[src/hw/rtl/ulld_pkg.sv]
// ----------------------------------------------------------------------------
// ulld_pkg
// Shared types, constants and transition functions of the units-language
// lexer automaton.
// ----------------------------------------------------------------------------
package ulld_pkg;

  localparam int unsigned CharWidth  = 7;
  localparam int unsigned StateWidth = 6;
  localparam int unsigned ClassWidth = 5;
  localparam int unsigned TdataInWidth  = 8;
  localparam int unsigned TdataOutWidth = 8;

  typedef logic [CharWidth-1:0]  char_t;
  typedef logic [StateWidth-1:0] state_t;

  typedef enum logic [ClassWidth-1:0] {
    ClsError   = 5'd0,
    ClsId      = 5'd1,
    ClsLum     = 5'd2,
    ClsLength  = 5'd3,
    ClsLess    = 5'd4,
    ClsTime    = 5'd5,
    ClsTemp    = 5'd6,
    ClsM       = 5'd7,
    ClsMass    = 5'd8,
    ClsMol     = 5'd9,
    ClsCd      = 5'd10,
    ClsCurrent = 5'd11,
    ClsAmount  = 5'd12,
    ClsA       = 5'd13,
    ClsS       = 5'd14,
    ClsKg      = 5'd15,
    ClsK       = 5'd16,
    ClsAssign  = 5'd17,
    ClsDefine  = 5'd18,
    ClsMult    = 5'd19,
    ClsPlus    = 5'd20,
    ClsSub     = 5'd21,
    ClsDiv     = 5'd22,
    ClsComment = 5'd23,
    ClsSpace   = 5'd24,
    ClsNumber  = 5'd25
  } token_class_e;

  typedef struct packed {
    token_class_e token_class;
    logic         dead;
  } result_t;

  // Automaton state codes
  localparam state_t StError   = 6'd0;
  localparam state_t StStart   = 6'd1;
  localparam state_t StKwFirst = 6'd2;
  localparam state_t StLum     = 6'd4;
  localparam state_t StLength  = 6'd9;
  localparam state_t StLess    = 6'd11;
  localparam state_t StTime    = 6'd15;
  localparam state_t StTemp    = 6'd18;
  localparam state_t StM       = 6'd19;
  localparam state_t StMass    = 6'd22;
  localparam state_t StMol     = 6'd24;
  localparam state_t StCd      = 6'd26;
  localparam state_t StCurrent = 6'd32;
  localparam state_t StAmount  = 6'd38;
  localparam state_t StUpperA  = 6'd39;
  localparam state_t StS       = 6'd40;
  localparam state_t StKg      = 6'd42;
  localparam state_t StUpperK  = 6'd43;
  localparam state_t StKwLast  = 6'd43;
  localparam state_t StAssign  = 6'd44;
  localparam state_t StColon   = 6'd45;
  localparam state_t StDefine  = 6'd46;
  localparam state_t StMult    = 6'd47;
  localparam state_t StPlus    = 6'd48;
  localparam state_t StSub     = 6'd49;
  localparam state_t StDiv     = 6'd50;
  localparam state_t StComment = 6'd51;
  localparam state_t StSpace   = 6'd52;
  localparam state_t StId      = 6'd53;
  localparam state_t StInt     = 6'd54;
  localparam state_t StFrac    = 6'd55;
  localparam state_t StBadNum  = 6'd56;

  // Character codes
  localparam char_t ChEq      = 7'h3D;
  localparam char_t ChColon   = 7'h3A;
  localparam char_t ChStar    = 7'h2A;
  localparam char_t ChPlus    = 7'h2B;
  localparam char_t ChMinus   = 7'h2D;
  localparam char_t ChSlash   = 7'h2F;
  localparam char_t ChHash    = 7'h23;
  localparam char_t ChSpace   = 7'h20;
  localparam char_t ChTab     = 7'h09;
  localparam char_t ChNewline = 7'h0A;
  localparam char_t ChDot     = 7'h2E;
  localparam char_t ChDigit0  = 7'h30;
  localparam char_t ChDigit9  = 7'h39;
  localparam char_t ChUpperA  = 7'h41;
  localparam char_t ChUpperZ  = 7'h5A;
  localparam char_t ChLowerA  = 7'h61;
  localparam char_t ChLowerZ  = 7'h7A;

  typedef struct packed {
    state_t src;
    char_t  ch;
    state_t dst;
  } kw_edge_t;

  localparam int unsigned NumKwEdges = 42;

  localparam kw_edge_t KwEdges [NumKwEdges] = '{
    '{6'd1,  7'h6C, 6'd2},  '{6'd2,  7'h75, 6'd3},  '{6'd3,  7'h6D, 6'd4},
    '{6'd2,  7'h65, 6'd5},  '{6'd5,  7'h6E, 6'd6},  '{6'd6,  7'h67, 6'd7},
    '{6'd7,  7'h74, 6'd8},  '{6'd8,  7'h68, 6'd9},  '{6'd5,  7'h73, 6'd10},
    '{6'd10, 7'h73, 6'd11}, '{6'd1,  7'h74, 6'd12}, '{6'd12, 7'h69, 6'd13},
    '{6'd13, 7'h6D, 6'd14}, '{6'd14, 7'h65, 6'd15}, '{6'd12, 7'h65, 6'd16},
    '{6'd16, 7'h6D, 6'd17}, '{6'd17, 7'h70, 6'd18}, '{6'd1,  7'h6D, 6'd19},
    '{6'd19, 7'h61, 6'd20}, '{6'd20, 7'h73, 6'd21}, '{6'd21, 7'h73, 6'd22},
    '{6'd19, 7'h6F, 6'd23}, '{6'd23, 7'h6C, 6'd24}, '{6'd1,  7'h63, 6'd25},
    '{6'd25, 7'h64, 6'd26}, '{6'd25, 7'h75, 6'd27}, '{6'd27, 7'h72, 6'd28},
    '{6'd28, 7'h72, 6'd29}, '{6'd29, 7'h65, 6'd30}, '{6'd30, 7'h6E, 6'd31},
    '{6'd31, 7'h74, 6'd32}, '{6'd1,  7'h61, 6'd33}, '{6'd33, 7'h6D, 6'd34},
    '{6'd34, 7'h6F, 6'd35}, '{6'd35, 7'h75, 6'd36}, '{6'd36, 7'h6E, 6'd37},
    '{6'd37, 7'h74, 6'd38}, '{6'd1,  7'h41, 6'd39}, '{6'd1,  7'h73, 6'd40},
    '{6'd1,  7'h6B, 6'd41}, '{6'd41, 7'h67, 6'd42}, '{6'd1,  7'h4B, 6'd43}
  };

  function automatic logic is_digit(char_t c);
    return (c >= ChDigit0) && (c <= ChDigit9);
  endfunction

  function automatic logic is_letter(char_t c);
    return ((c >= ChUpperA) && (c <= ChUpperZ)) || ((c >= ChLowerA) && (c <= ChLowerZ));
  endfunction

  // Keyword edge lookup: returns StError when no edge matches.
  function automatic state_t kw_next(state_t s, char_t c);
    state_t n;
    n = StError;
    for (int i = 0; i < NumKwEdges; i++) begin
      if ((KwEdges[i].src == s) && (KwEdges[i].ch == c)) begin
        n = n | KwEdges[i].dst;
      end
    end
    return n;
  endfunction

  function automatic state_t next_state(state_t s, char_t c);
    state_t kw;
    state_t n;
    kw = kw_next(s, c);
    n  = StError;
    if (s == StStart) begin
      priority if (c == ChEq)                                   n = StAssign;
      else if (c == ChColon)                                    n = StColon;
      else if (c == ChStar)                                     n = StMult;
      else if (c == ChPlus)                                     n = StPlus;
      else if (c == ChMinus)                                    n = StSub;
      else if (c == ChSlash)                                    n = StDiv;
      else if (c == ChHash)                                     n = StComment;
      else if (c == ChSpace || c == ChTab || c == ChNewline)    n = StSpace;
      else if (is_digit(c))                                     n = StInt;
      else if (kw != StError)                                   n = kw;
      else if (is_letter(c))                                    n = StId;
      else                                                      n = StError;
    end else if ((s >= StKwFirst) && (s <= StKwLast)) begin
      priority if (kw != StError)              n = kw;
      else if (is_letter(c) || is_digit(c))    n = StId;
      else                                     n = StError;
    end else begin
      unique case (s)
        StColon:   n = (c == ChEq) ? StDefine : StError;
        StComment: n = StComment;
        StId:      n = (is_letter(c) || is_digit(c)) ? StId : StError;
        StInt: begin
          priority if (is_digit(c)) n = StInt;
          else if (c == ChDot)      n = StFrac;
          else                      n = StError;
        end
        StFrac: begin
          priority if (is_digit(c)) n = StFrac;
          else if (c == ChDot)      n = StBadNum;
          else                      n = StError;
        end
        default:   n = StError;
      endcase
    end
    return n;
  endfunction

  function automatic token_class_e state_class(state_t s);
    token_class_e k;
    unique case (s)
      StLum:     k = ClsLum;
      StLength:  k = ClsLength;
      StLess:    k = ClsLess;
      StTime:    k = ClsTime;
      StTemp:    k = ClsTemp;
      StM:       k = ClsM;
      StMass:    k = ClsMass;
      StMol:     k = ClsMol;
      StCd:      k = ClsCd;
      StCurrent: k = ClsCurrent;
      StAmount:  k = ClsAmount;
      StUpperA:  k = ClsA;
      StS:       k = ClsS;
      StKg:      k = ClsKg;
      StUpperK:  k = ClsK;
      StAssign:  k = ClsAssign;
      StDefine:  k = ClsDefine;
      StMult:    k = ClsMult;
      StPlus:    k = ClsPlus;
      StSub:     k = ClsSub;
      StDiv:     k = ClsDiv;
      StComment: k = ClsComment;
      StSpace:   k = ClsSpace;
      StId:      k = ClsId;
      StInt:     k = ClsNumber;
      StFrac:    k = ClsNumber;
      default:   k = ((s >= StKwFirst) && (s <= StKwLast)) ? ClsId : ClsError;
    endcase
    return k;
  endfunction

endpackage

[src/hw/rtl/ulld_dfa_core.sv]
// ----------------------------------------------------------------------------
// ulld_dfa_core
// Lexer state register with its combinational transition and classification.
// ----------------------------------------------------------------------------
module ulld_dfa_core (
  input  logic                 clk_i,
  input  logic                 rst_ni,
  input  logic                 step_i,
  input  ulld_pkg::char_t      char_code_i,
  input  logic                 restart_i,
  output ulld_pkg::result_t    result_o
);

  ulld_pkg::state_t state_q;
  ulld_pkg::state_t state_d;
  ulld_pkg::state_t cur_state;

  assign cur_state = restart_i ? ulld_pkg::StStart : state_q;
  assign state_d   = ulld_pkg::next_state(cur_state, char_code_i);

  assign result_o.token_class = ulld_pkg::state_class(state_d);
  assign result_o.dead        = (state_d == ulld_pkg::StError);

  always_ff @(posedge clk_i or negedge rst_ni) begin
    if (!rst_ni) begin
      state_q <= ulld_pkg::StStart;
    end else if (step_i) begin
      state_q <= state_d;
    end
  end

endmodule

[src/hw/rtl/unit_language_lexer_dfa.sv]
// ----------------------------------------------------------------------------
// unit_language_lexer_dfa
// Character-at-a-time lexer automaton for a units language.
// ----------------------------------------------------------------------------
// One character enters per cycle while the output is not stalled; each
// yields one result transaction, held in the output register after its
// character in the input register. The rate is set by the lexer state loop:
// next state is computed combinationally from the registered character and
// the state register, so back-to-back characters never wait on each other.
// Backpressure stalls the input only when both stages are full.
// ----------------------------------------------------------------------------
module unit_language_lexer_dfa (
  input  logic                                 clk_i,
  input  logic                                 rst_ni,
  input  logic                                 s_axis_tvalid,
  output logic                                 s_axis_tready,
  input  logic [ulld_pkg::TdataInWidth-1:0]    s_axis_tdata,   // [6:0] char_code, [7] zero
  input  logic                                 s_axis_tuser,   // [0] restart
  output logic                                 m_axis_tvalid,
  input  logic                                 m_axis_tready,
  output logic [ulld_pkg::TdataOutWidth-1:0]   m_axis_tdata    // [4:0] token_class, [5] dead,
                                                               // [7:6] zero
);

  logic              in_valid_q;
  ulld_pkg::char_t   char_q;
  logic              restart_q;
  logic              out_valid_q;
  ulld_pkg::result_t result_q;
  ulld_pkg::result_t result_d;
  logic              advance;

  // Move the registered character forward when the output stage is free.
  assign advance       = !out_valid_q || m_axis_tready;
  assign s_axis_tready = !in_valid_q || advance;

  ulld_dfa_core u_core (
    .clk_i       (clk_i),
    .rst_ni      (rst_ni),
    .step_i      (in_valid_q && advance),
    .char_code_i (char_q),
    .restart_i   (restart_q),
    .result_o    (result_d)
  );

  always_ff @(posedge clk_i or negedge rst_ni) begin
    if (!rst_ni) begin
      in_valid_q  <= 1'b0;
      out_valid_q <= 1'b0;
    end else begin
      if (s_axis_tready) begin
        in_valid_q <= s_axis_tvalid;
      end
      if (advance) begin
        out_valid_q <= in_valid_q;
      end
    end
  end

  always_ff @(posedge clk_i) begin
    if (s_axis_tready && s_axis_tvalid) begin
      char_q    <= s_axis_tdata[ulld_pkg::CharWidth-1:0];
      restart_q <= s_axis_tuser;
    end
    if (advance && in_valid_q) begin
      result_q <= result_d;
    end
  end

  assign m_axis_tvalid = out_valid_q;
  assign m_axis_tdata  = {{(ulld_pkg::TdataOutWidth - ulld_pkg::ClassWidth - 1){1'b0}},
                          result_q.dead, result_q.token_class};

endmodule

[config.mk]
export PLATFORM = sky130hd
export DESIGN_NAME = unit_language_lexer_dfa
export DESIGN_NICKNAME = d
export VERILOG_FILES = /design/src/hw/rtl/ulld_pkg.sv /design/src/hw/rtl/ulld_dfa_core.sv /design/src/hw/rtl/unit_language_lexer_dfa.sv
export SDC_FILE = /design/constraint.sdc
export NUM_CORES = 1
export LEC_CHECK = 0
export BUFFER_PORTS_ARGS = -buffer_cell sky130_fd_sc_hd__buf_4
export CAP_MARGIN = 20
export CORE_MARGIN = 2
export CORE_UTILIZATION = 56
export DETAILED_ROUTE_END_ITERATION = 10
export PLACE_DENSITY = 0.78
export SETUP_SLACK_MARGIN = 0.5
export SYNTH_ARGS = -nofsm -noshare
export SYNTH_HDL_FRONTEND = slang
export SYNTH_SLANG_ARGS = --single-unit
export TNS_END_PERCENT = 50
[constraint.sdc]
create_clock -name clk_i -period 3.25 [get_ports clk_i]
set_input_delay 0.65 -clock clk_i [delete_from_list [all_inputs] [get_ports clk_i]]
set_output_delay 0.65 -clock clk_i [all_outputs]
set_load 0.005 [all_outputs]
======== Word-level counts from Yosys, hierarchy flattened ========
Index checks and enable logic that the tools add are counted.
operators by class
  magnitude comparators ................... 10
  reductions and logical operators ........ 60
  muxes and demuxes ....................... 154
  equality and inequality tests ........... 91
operator list
  cell                                                                              number
  6-bit 2-to-1 mux                                                                  121
  7-bit == test, first input constant                                               19
  6-bit == test, second input constant                                              22
  5-bit one-hot mux with 25 select lines                                            1
  5-bit 2-to-1 mux                                                                  16
  5-bit by 6-bit == test with 1-bit output, first input constant                    12
  7-bit by 6-bit == test with 1-bit output, second input constant                   9
  1-bit logical AND                                                                 49
  6-bit == test, first input constant                                               6
  4-bit 2-to-1 mux                                                                  8
  4-bit by 6-bit == test with 1-bit output, first input constant                    5
  6-bit by 5-bit == test with 1-bit output, second input constant                   5
  6-bit one-hot mux with 5 select lines                                             1
  3-bit by 6-bit == test with 1-bit output, first input constant                    3
  6-bit by 4-bit == test with 1-bit output, second input constant                   3
  7-bit by 4-bit == test with 1-bit output, second input constant                   2
  7-bit >= comparator, second input constant                                        2
  7-bit less-or-equal comparator, second input constant                             2
  2-bit by 6-bit == test with 1-bit output, first input constant                    2
  6-bit by 2-bit >= comparator with 1-bit output, second input constant             2
  6-bit less-or-equal comparator, second input constant                             2
  3-bit 2-to-1 mux                                                                  4
  7-bit by 6-bit >= comparator with 1-bit output, second input constant             1
  7-bit by 6-bit less-or-equal comparator with 1-bit output, second input constant  1
  other kinds (10)                                                                  17
word-level totals
  output and inout bits ................... 10
  logic and storage cells ................. 322
  bits in registers ....................... 22

======== Logic depth before layout (Yosys ltp) ========
Gate-level depths: netlist of the first run.
  depth in word-level cells ............... 127
  mapped depth ............................ 13
  mapped depth without buffers ............ 10

======== By module ========
A second synthesis of the first run with hierarchy kept.
unflattened totals
  cell total of the unflattened synthesis .. 379
  area total of the unflattened synthesis .. 2,875.3 um^2
modules (own cells, without submodules)
  module                   instances  area each (um^2)  cells an instance  sequential area each (um^2)
  ulld_dfa_core            1          2,332.2           354                151.4
  unit_language_lexer_dfa  1          543.0             25                 470.5

======== Worst setup path after synthesis of the first run ========
Ideal clock, no wire load.
  path kind ............................... register to register
  start ................................... register u_core.state_q[0]
  end ..................................... register result_q, in the netlist m_axis_tdata[0] (data pin)
  library setup time ...................... 265 ps
  path buffers ............................ 2
  data arrival time ....................... 2,856 ps
  stages on the path, launching flop included .. 12
  period minus slack after synthesis ...... 3,121 ps
  slack ................................... 129 ps
  path through ............................ dfstp_2 > buf_2 > clkbuf_1 > nand2b_1 > o32ai_1 > a2111oi_0 > nand4b_1 > or4_1 > o21ai_1 > nand2b_1 > a31o_1 > o211ai_1
RTL lines
  item                      line                           text
  start: declaration        ulld_dfa_core.sv:14            ulld_pkg::state_t state_q;
  start signal: assignment  ulld_dfa_core.sv:26            state_q <= ulld_pkg::StStart;
  start signal: assignment  ulld_dfa_core.sv:28            state_q <= state_d;
  end signal: assignment    unit_language_lexer_dfa.sv:66  result_q <= result_d;
  end: declaration          unit_language_lexer_dfa.sv:29  ulld_pkg::result_t result_q;

==> impl_metrics.py, run 1 <==
metrics = {
    "layout": {
        "synthToLayoutAreaGrowth_pct": 58.6,
        "regArea_um2": 622,
        "final_common_cell": "buf_4",
        "mostFrequentLayoutCells": "buf_4, nand2_1, nor2_1",
        "fillers": 177,
        "multiInputGateArea_um2": 2560,
        "final_nets": 525,
        "diodes": 0,
        "final_layout_size_suffix_gt1_frac": 0.499,
    },
    "timing": {
        "fin_ws_ps": -744,
        "setup_tns_ps": -3210,
        "period_needed_ps": 3990,
        "finClkSkew_ps": 11.0,
        "hold_viol_final": 0,
        "setup_viol": 7,
        "tightest_slew_ps": 879,
        "drv_slew": 0,
        "fin_hold_ws_ps": 181,
        "period_share": 1.23,
        "max_freq_ghz": 0.250,
        "rsz0062_at_grt": "yes",
        "slew_headroom": 0.410,
    },
    "synth": {
        "avgSynthCellArea_um2": 7.80,
        "synthesis.area_um2": 2970,
        "yosysSeqAreaShare": 0.210,
        "ys_top_cells_by_area": "edfxtp_1, dfrtp_1, nand2_1",
        "ys_warn_count": 0,
        "synthCells": 380,
        "synth_top_cell_area_share": 0.142,
        "synth_top_area_cell": "edfxtp_1",
        "ys.flop_type": "edfxtp_1",
        "ys_ff_latch": 22,
        "synth-edff-count": 14,
        "async_flop_share": 0.364,
        "yosys.cell_types.count": 79,
    },
    "floorplan": {
        "rows": 26,
        "pin_count": 23,
        "die-area_um2": 5890,
        "dieHeight_um": 76.8,
        "core_um2": 5110,
        "initial_core_util": 0.581,
        "dieWidth_um": 76.8,
    },
    "power_and_ir_drop": {
        "power.density_nw_per_um2": 363,
        "p_total_mw": 1.71,
        "max-vdd-ir-drop_mv": 0.301,
        "leakagePower_nw": 1.98,
    },
    "route": {
        "wl_per_cell_um": 29.0,
        "first_iter_violations": 1075,
        "wl_met2_um": 6750,
        "wirelength_um": 16800,
        "wl_met3_um": 2700,
        "vias_per_cell": 7.97,
        "drt-met1-wl_um": 5490,
        "top_layer": "met4",
        "via_count": 4630,
        "postRouteAntennaNets": 0,
        "route.detailed.drc": 114,
        "firstDrtPassIters": 11,
    },
    "setup_path": {
        "worstPathArrival_ps": 4110,
        "cpMostUsedCell": "buf_4",
        "cpPeakStageDelay_ps": 750,
        "worstReg2RegEnd": "m_axis_tdata[0]$_DFFE_PP_",
        "worst_r2r_path_depth": 14,
        "required_ps": 3370,
        "start_kind": "register",
        "path_cells": "buf_12 -> buf_4 -> buf_4 -> or3b_2 -> nor3_1 -> o21ai_1 -> and2_1 -> a21oi_2 -> o22ai_2 -> a21o_1 -> buf_4 -> a21boi_2 -> nand4_1 -> o211ai_1",
        "worst_path_max_delay_cell": "nor3_1",
        "path_max_fanout": 6,
        "rrSetupSlack_ps": -740,
        "crit_path_end_kind": "register",
        "crit_type": "reg2reg",
        "r2r_start": "u_core.state_q[0]$_DFFE_PN1P_",
    },
    "clocking": {
        "cts.sinks": 22,
        "insertion_delay_ps": 280,
        "cts_buffers": 3,
        "path_clk_slew_ps": 100,
        "root_buffer": "clkbuf_8",
        "hold_buffers": 0,
        "clk_path_buf_depth": 2,
        "htree_num_levels": 1,
        "cts_tree": "built",
    },
    "hold_path": {
        "timing.hold.worst.class": "in2async",
    },
    "job": {
        "drv_cap": 0,
    },
    "status": {
        "violations": "DRC, setup timing",
        "status": "complete, but fails checks",
    },
    "global_route": {
        "grt_pass1_vias": 4136,
        "grt_max_degree": 20,
        "overflow": 0,
        "grt_use_total": 0.457,
        "antenna_found_initial": 1,
        "grt_pass1_wl_um": 21200,
    },
    "placement": {
        "routabilityCongestion": 1.04,
        "numPortBuffers": 19,
        "hpwl_um": 9120,
    },
}
==> cells by family after synthesis <==
group,Yosys count,share of synthesized area
and+or+nand+nor,223,0.483
AOI/OAI and AO/OA,88,0.214
buffers and inverters,41,0.0751
DFF,22,0.210
muxes,4,0.0139
xor gates and xnor gates,1,0.00295
other,1,0.00126
==> area by class of cell <==
type | instances | area share
repair buffers | 163 | 0.287
well taps | 70 | 0.0186
inverters | 4 | 0.00319
multi-input cells | 318 | 0.545
flip-flops and latches | 22 | 0.132
clock buffers | 4 | 0.0141
==> critical path: cells and delay by family, from the launching register on <==
kind | cells | cell delay, ps
AO/OA/AOI/OAI | 6 | 1180
AND/OR/NAND/NOR | 4 | 1650
buffers and inverters | 4 | 580
flip-flops | 1 | 400
==> Yosys cell counts, types with 6 or more instances <==
master	n
nand2_1	40
nor2_1	25
nand3_1	19
buf_2	16
o21ai_0	16
a21oi_1	14
edfxtp_1	14
nor4_1	13
clkbuf_1	12
nand4_1	12
nor2b_1	11
nor3_1	10
nand2b_1	9
or4_1	9
nor4bb_1	8
dfrtp_1	7
nand4b_1	7
nor3b_1	6
nor4b_1	6
==> flip-flops by register name (all words and copies together) (netlist names) <==
register and count:
char_q 7, m_axis_tvalid 1, in_valid_q 1, m_axis_tdata 6, u_core.state_q 6, restart_q 1
==> through the flow <==
stage / cell area [um^2] / util / setup slack (ps) / instances
floorplan: 3090 / - / 334 / 381
global placement: 4030 / 0.789 / -109 / 553
detailed placement: 4030 / 0.789 / -161 / 553
CTS: 4380 / 0.857 / 5.27 / 573
global route: 4700 / 0.921 / -674 / 581
finish: 4700 / 0.921 / -744 / 581
==> power breakdown <==
part / switching [mW] / total, mW / internal, mW / leakage [nW]
clock network: 0.109 / 0.243 / 0.134 / 0.0339
logic: 0.597 / 1.08 / 0.484 / 1.71
registers: 0.0380 / 0.384 / 0.346 / 0.231
total: 0.744 / 1.71 / 0.964 / 1.98
==> routing by layer <==
metal | global-route usage | up-vias
met4 | 0.260 | 0
met2 | 0.731 | 583
met3 | 0.119 | 248
met1 | 0.557 | 2052
li1 | - | 1747
met5 | 0 | -
==> worst max path at each step <==
stage                                              from                        end  depth (start not counted)
after CTS                           char_q[1]$_DFFE_PP_  m_axis_tdata[0]$_DFFE_PP_                         14
after global placement              char_q[0]$_DFFE_PP_  m_axis_tdata[0]$_DFFE_PP_                         14
final                     u_core.state_q[0]$_DFFE_PN1P_  m_axis_tdata[0]$_DFFE_PP_                         14
after floorplan                     char_q[5]$_DFFE_PP_  m_axis_tdata[0]$_DFFE_PP_                         12
after detailed placement            char_q[0]$_DFFE_PP_  m_axis_tdata[0]$_DFFE_PP_                         14
after global routing      u_core.state_q[0]$_DFFE_PN1P_  m_axis_tdata[0]$_DFFE_PP_                         14
==> repair_timing <==
| action | 4_1_cts | 5_1_grt |
|---|---|---|
| gates resized for setup | 30 | 61 |
| buffers inserted | 16 | 7 |
| endpoints found under the setup margin | 10 | 11 |
| gates cloned | 0 | 1 |
| pin swaps | 15 | 20 |
(Power assumes the default switching activity.)
==> run 2: changes to the inputs <==
SKIP_CTS_REPAIR_TIMING = 1   (was default)
==> run 2 against run 1 <==
The flow finishes with violations (setup timing); combinational power is 9% lower; maximum frequency rose by 10%; cell area shrank 4.0%; clock power increased by 6%; clock skew is essentially flat; global-route usage is 5.6 points lower; routed wire length is 14% lower; final cell count fell by 0.86%; sequential share of layout area increased by 0.58 points; critical path depth down 2.
==> impl_metrics.py, run 2 (same netlist as run 1, synthesis figures left out) <==
metrics = {
    "clocking": {
        "cts.sinks": 22,
        "clk_path_buf_depth": 2,
        "path_clk_slew_ps": 100,
        "cts_buffers": 3,
        "cts_tree": "built",
        "htree_num_levels": 1,
        "root_buffer": "clkbuf_8",
        "insertion_delay_ps": 300,
    },
    "route": {
        "first_iter_violations": 774,
        "postRouteAntennaNets": 0,
        "vias_per_cell": 7.47,
        "firstDrtPassIters": 7,
        "wirelength_um": 14500,
        "wl_per_cell_um": 25.1,
        "via_count": 4301,
        "route.detailed.drc": 0,
    },
    "floorplan": {
        "die-area_um2": 5890,
        "initial_core_util": 0.581,
        "dieHeight_um": 76.8,
        "core_um2": 5110,
        "dieWidth_um": 76.8,
        "rows": 26,
        "pin_count": 23,
    },
    "timing": {
        "finClkSkew_ps": 11.4,
        "setup_viol": 5,
        "rsz0062_at_grt": "yes",
        "fin_ws_ps": -376,
        "tightest_slew_ps": 682,
        "slew_headroom": 0.539,
        "drv_slew": 0,
        "period_share": 1.12,
        "max_freq_ghz": 0.276,
        "period_needed_ps": 3630,
        "hold_viol_final": 0,
        "setup_tns_ps": -1120,
    },
    "setup_path": {
        "start_kind": "register",
        "crit_start": "char_q[1]$_DFFE_PP_",
        "path_max_fanout": 6,
        "required_ps": 3290,
        "rrSetupSlack_ps": -380,
        "crit_type": "reg2reg",
        "r2r_start": "char_q[1]$_DFFE_PP_",
        "crit_path_end_kind": "register",
        "worstPathArrival_ps": 3670,
    },
    "job": {
        "drv_cap": 0,
    },
    "global_route": {
        "grt_pass1_vias": 3641,
        "overflow": 0,
        "antenna_found_initial": 1,
        "grt_use_total": 0.402,
        "grt_util_met3": 0.0624,
        "grt-busiest-layer": "met2",
        "grt_max_degree": 20,
        "grt_pass1_wl_um": 18600,
        "gr-usage-met1": 0.524,
        "use_met2": 0.642,
    },
    "layout": {
        "final_nets": 519,
        "synthToLayoutAreaGrowth_pct": 52.3,
        "largest_reg_flops": 7,
        "top_register": "char_q",
        "fillers": 259,
        "stdcell_count": 576,
        "final_common_cell": "buf_4",
        "mostFrequentLayoutCells": "buf_4, nand2_1, nor2_1",
        "final_layout_size_suffix_gt1_frac": 0.451,
    },
    "placement": {
        "hpwl_um": 9120,
        "numPortBuffers": 19,
        "routabilityCongestion": 1.04,
        "placedCellCount": 553,
    },
    "power_and_ir_drop": {
        "leakagePower_nw": 1.90,
        "p_total_mw": 1.63,
        "max-vdd-ir-drop_mv": 0.297,
        "power.density_nw_per_um2": 361,
    },
    "status": {
        "status": "complete, but fails checks",
        "violations": "setup timing",
    },
    "hold_path": {
        "timing.hold.worst.class": "in2async",
    },
}
run 2: final timing paths:
kind	endpoint	depth (start not counted)
worst max register to register	m_axis_tdata[0]$_DFFE_PP_	12
max in group asynchronous	u_core.state_q[0]$_DFFE_PN1P_	1
min in group clk_i	char_q[4]$_DFFE_PP_	1
worst min register to register	m_axis_tvalid$_DFFE_PN0P_	1
worst min-delay path	u_core.state_q[4]$_DFFE_PN0P_	1
worst max-delay path	m_axis_tdata[0]$_DFFE_PP_	12
run 2: final cells by class:
cell class / count / area [um^2] / share of cell area
clock buffers: 4 / 66.3 / 0.0147
diodes: 1 / 2.50 / 0.000554
repair buffers: 157 / 1310 / 0.290
well taps: 70 / 87.6 / 0.0194
multi-input cells: 318 / 2410 / 0.534
flip-flops and latches: 22 / 623 / 0.138
inverters: 4 / 15.0 / 0.00332
run 2: metal layers:
metal	wire [um]	vias to the layer above
li1	-	1737
met1	5000	1908
met2	5960	461
met3	2010	195
met4	1500	0
met5	0	-
run 2: where the power goes:
part	total (mW)	switching (mW)	internal (mW)
combinational	0.986	0.520	0.466
sequential	0.389	0.0425	0.346
clock	0.258	0.123	0.135
total	1.63	0.685	0.947
run 2: metrics by stage:
stage / setup WS, ps / instance area, um^2 / util / hold WS [ps]
after floorplan: 334 / 3090 / - / 354
after global placement: -109 / 4030 / 0.789 / 473
after detailed placement: -161 / 4030 / 0.789 / 481
after CTS: -160 / 4100 / 0.802 / 181
after global routing: -348 / 4510 / 0.884 / 148
final: -376 / 4520 / 0.884 / 155
run 2: worst max-delay path: stages, from the launching register on:
cell	delay [ps]
edfxtp_1	510
buf_6	180
buf_4	140
nor4b_2	590
o2111ai_1	360
o21a_1	240
o21ai_1	180
nor4_4	120
o21ai_0	260
o211ai_1	250
a211oi_2	250
a31o_1	170
o211ai_1	120
